$ cat src/design/dqms_pkg.sv
// Shared types and constants for the dual queue minimum selector.
`timescale 1ns / 1ps

package dqms_pkg;

  // Fixed field widths of the request and result words
  localparam int NODE_W   = 16;
  localparam int WEIGHT_W = 32;
  localparam int CAP_W    = 9;
  localparam int IDX_W    = 1;

  // Capacity register reset value
  localparam logic [CAP_W-1:0] CAP_RESET = 9'd256;

  // Configuration register indexes
  localparam logic [IDX_W-1:0] REG_FIRST_CAP  = 1'b0;
  localparam logic [IDX_W-1:0] REG_SECOND_CAP = 1'b1;

  // Queue identifiers
  localparam logic QUEUE_FIRST  = 1'b0;
  localparam logic QUEUE_SECOND = 1'b1;

  // Request codes
  typedef enum logic [1:0] {
    REQ_ENQ  = 2'd0,
    REQ_DEQ  = 2'd1,
    REQ_PEEK = 2'd2,
    REQ_MIN  = 2'd3
  } req_t;

  // Commands from the controller to the datapath
  typedef struct packed {
    logic load;    // capture the request word
    logic commit;  // update the queues and load the result word
  } ctl_cmd_t;

endpackage

$ cat src/design/dqms_ctrl.sv
// Controller: sequences request capture, queue update and result handshake.
`timescale 1ns / 1ps

module dqms_ctrl
  import dqms_pkg::*;
(
  input  logic     clk,
  input  logic     rst,
  input  logic     in_valid,
  output logic     in_stall,
  output logic     out_valid,
  input  logic     out_stall,
  output ctl_cmd_t cmd
);

  typedef enum logic {
    S_IDLE,
    S_EXEC
  } state_t;

  state_t state;

  // Capture on an accepted word, update once the result register is free
  always_comb begin
    cmd.load   = in_valid && !in_stall;
    cmd.commit = (state == S_EXEC) && (!out_valid || !out_stall);
  end

  // Hold state and handshake outputs
  always_ff @(posedge clk) begin
    if (rst) begin
      state     <= S_IDLE;
      in_stall  <= 1'b0;
      out_valid <= 1'b0;
    end else begin
      // Drop the result word once taken, unless a new one replaces it
      if (out_valid && !out_stall && !cmd.commit) begin
        out_valid <= 1'b0;
      end
      case (state)
        S_IDLE: begin
          if (cmd.load) begin
            state    <= S_EXEC;
            in_stall <= 1'b1;
          end
        end
        S_EXEC: begin
          if (cmd.commit) begin
            state     <= S_IDLE;
            in_stall  <= 1'b0;
            out_valid <= 1'b1;
          end
        end
        default: begin
          state    <= S_IDLE;
          in_stall <= 1'b0;
        end
      endcase
    end
  end

endmodule

$ cat config.mk
export PLATFORM = sky130hd
export DESIGN_NAME = dqms_ctrl
export DESIGN_NICKNAME = d
export VERILOG_FILES = /design/src/design/dqms_pkg.sv /design/src/design/dqms_ctrl.sv
export SDC_FILE = /design/constraint.sdc
export NUM_CORES = 1
export LEC_CHECK = 0
export BUFFER_PORTS_ARGS = -buffer_cell sky130_fd_sc_hd__buf_2
export CORE_AREA = 2 2 39 41
export DETAILED_ROUTE_END_ITERATION = 16
export DIE_AREA = 0 0 41 43
export PLACE_DENSITY_LB_ADDON = 0.12
export SLEW_MARGIN = 15
export SYNTH_ARGS = -nofsm -noshare
export SYNTH_HDL_FRONTEND = slang
export SYNTH_SLANG_ARGS = --single-unit
$ cat constraint.sdc
create_clock -name clk -period 0.85 [get_ports clk]
set_input_delay 0.2125 -clock clk [delete_from_list [all_inputs] [get_ports clk]]
set_output_delay 0.2125 -clock clk [all_outputs]
set_load 0.05 [all_outputs]
==> implementation parameters <==
Parameter                              Value

Status
  Result of the run ... finished with violations
  Violations in the final reports ... setup timing

Cells and area
  Area occupied by registers ... 71.3 µm²
  Antenna diodes ... 0
  FILL cells ... 156
  Number of nets in the final layout ... 33
  Multi-input gate area ... 83.8 µm²
  P&R area growth vs syn ... 141%
  Share of layout cells above drive strength 1 ... 78.6%
  Most frequent cells in the layout ... sky130_fd_sc_hd__buf_2, sky130_fd_sc_hd__buf_4, sky130_fd_sc_hd__clkbuf_4, sky130_fd_sc_hd__dfxtp_4

Critical path
  CP arrival ... 0.94 ns
  Startpoint of the worst-slack reg-to-reg timing path ... in_stall$_SDFFE_PP0P_
  Required time of the critical path ... 0.64 ns
  Type of origin of the critical path ... register
  Startpoint-to-endpoint class of the critical path ... register to output pin
  Element type at the critical path end ... output pin
  Largest fanout on the critical path ... 3
  CP startpoint ... in_stall$_SDFFE_PP0P_

Placement
  Number of I/O port buffers ... 7
  Final estimated routing congestion in global placement ... 0.680

Route
  Routed len/inst ... 8.75 µm
  Via count ... 160
  Iteration-0 DRC Markers ... 0
  Via count normalized by instance count ... 3.64
  Pre-antenna DRT Iters ... 1
  Aggregate routed wire length ... 385 µm
  Count of nets left with antenna violations after detail routing ... 0
  DRC Markers ... 0

Timing
  Achievable frequency ... 869 MHz
  Min Clock Period, post-route ... 1.15 ns
  Slew margin rel. ... 83.6%
  Setup repair after global routing missed its margin ... yes
  Number of pins with negative max-slew slack in the final report ... 0
  Setup clock skew after layout ... 0.000883 ns
  Setup violations, final ... 5
  Final hold viol count ... 0
  Slew at the pin closest to its max-slew limit ... 0.248 ns
  Sum of negative setup slack ... -1.04 ns
  Crit share post-route ... 135%
  Crit path setup slack, layout ... -0.301 ns

Clock tree
  Worst-case clock buffer depth ... 2
  Clock Root Buffer ... sky130_fd_sc_hd__clkbuf_4
  Inserted Clock Buffers ... 3
  Sinks on the clock net ... 3
  Clock transition time at the flip-flop clock pins of the worst setup and hold paths ... 0.03 ns
  CTS tree ... built
  Insertion delay to the later sink of the worst-skew pair ... 0.23 ns
  Maximum level of the CTS H-tree ... 1
  Hold Buf Count CTS ... 0

Yosys
  Portion of the post-synthesis area used by sequential elements ... 49.5%
  Synthesized cell area ... 121 µm²
  Flip-flop and latch count after synthesis ... 3
  Synthesis warning total ... 0
  Syn avg cell area ... 9.34 µm²
  Post-Syn Nets ... 17
  Distinct cell type count after synthesis ... 8
  Synth Instances ... 13

Global route
  Maximum number of pins on one net before global-route repair ... 6
  GRT Util Overall ... 4.71%
  Number of global-route vias before repair ... 128
  Wire length of the first global-routing pass ... 455 µm
  Remaining global-route overflow ... 0
  Number of antenna violations at the first check in global routing ... 0

Hold path
  Worst Hold Class ... input pin to register
  Hold wc startpoint ... rst

Floorplan
  Overall die height ... 43 µm
  Row count ... 14
  Die span in x ... 41 µm
  Floorplan die area ... 0.00176 mm²
  Floorplan core area ... 0.00138 mm²
  Effective utilization at floorplan ... 8.77%
  I/O pin total ... 8

Pwr
  Overall Power ... 0.552 mW
  Peak supply drop ... 0.512 mV
  PwrDens ... 1890 mW/mm²
  Static Leak ... 0.124 nW

Run
  # Max-Cap Violations ... 0
-- logic make-up after synthesis --
family	after synthesis	share of synthesized area (%)
and+or+nand+nor	5	25.8
AOI/OAI and AO/OA	5	24.7
DFF	3	49.5
-- power by group --
group / switching, mW / internal [mW] / leakage [nW]
Combinational: 0.0805 / 0.0696 / 0.0818
Sequential: 0.0101 / 0.149 / 0.0267
Clock: 0.0673 / 0.175 / 0.0150
Total: 0.158 / 0.394 / 0.124
-- synth_stat cells, drive strengths merged --
cell | n | area share [%]
a21boi | 1 | 6.2
a21oi | 3 | 12
and2b | 1 | 7.2
dfxtp | 3 | 49
nand3 | 2 | 8.2
nor2 | 1 | 3.1
o21bai | 1 | 6.2
or3b | 1 | 7.2
-- path summary, 6_finish.rpt --
kind                            depth (start not counted)  slack, ns                    end
worst min register to register                          2       0.55  in_stall$_SDFFE_PP0P_
worst max-delay path                                    2      -0.30                 cmd[1]
worst min-delay path                                    2       0.18       state$_SDFF_PP0_
worst max register to register                          3      -0.19       state$_SDFF_PP0_
-- sequential cells by signal (all words and copies together) (netlist names) --
| register | cells |
|---|---|
| in_stall | 1 |
| out_valid | 1 |
| state | 1 |
-- metrics by stage --
step / instance area, µm² / std cells / setup WS, ns / hold WS (ns) / util [%]
5_1_grt: 293 / 44 / -0.330 / 0.176 / 21.2
6_report: 293 / 44 / -0.301 / 0.178 / 21.2
3_3_place_gp: 211 / 38 / -0.174 / 0.404 / 15.3
2_1_floorplan: 141 / 13 / -0.114 / 0.272 / -
3_5_place_dp: 211 / 38 / -0.182 / 0.406 / 15.3
4_1_cts: 273 / 43 / -0.314 / 0.160 / 19.7
-- cell type report --
type | count | area share (%)
tap | 16 | 6.84
timing repair buffer | 11 | 31.2
multi-input combinational | 10 | 28.6
clock buffer | 4 | 8.97
sequential | 3 | 24.4
-- layer usage --
metal,vias to the layer above,part of all wire [%],track usage (%)
li1,79,-,-
met1,74,44,5.11
met2,5,47,4.06
met3,2,4.9,1.57
met4,0,2.9,10.0
met5,-,0,0
-- critical path: stages, from the launching register on --
cell and delay, ns:
sky130_fd_sc_hd__dfxtp_4 0.33, sky130_fd_sc_hd__and2b_4 0.24, sky130_fd_sc_hd__buf_8 0.14
-- repair_timing --
item,in CTS,in global routing
setup endpoints to repair,5,6
resized for setup,9,4
cloned,0,0
setup buffers,1,1
No activity file was read; power rests on OpenSTA's default activity.
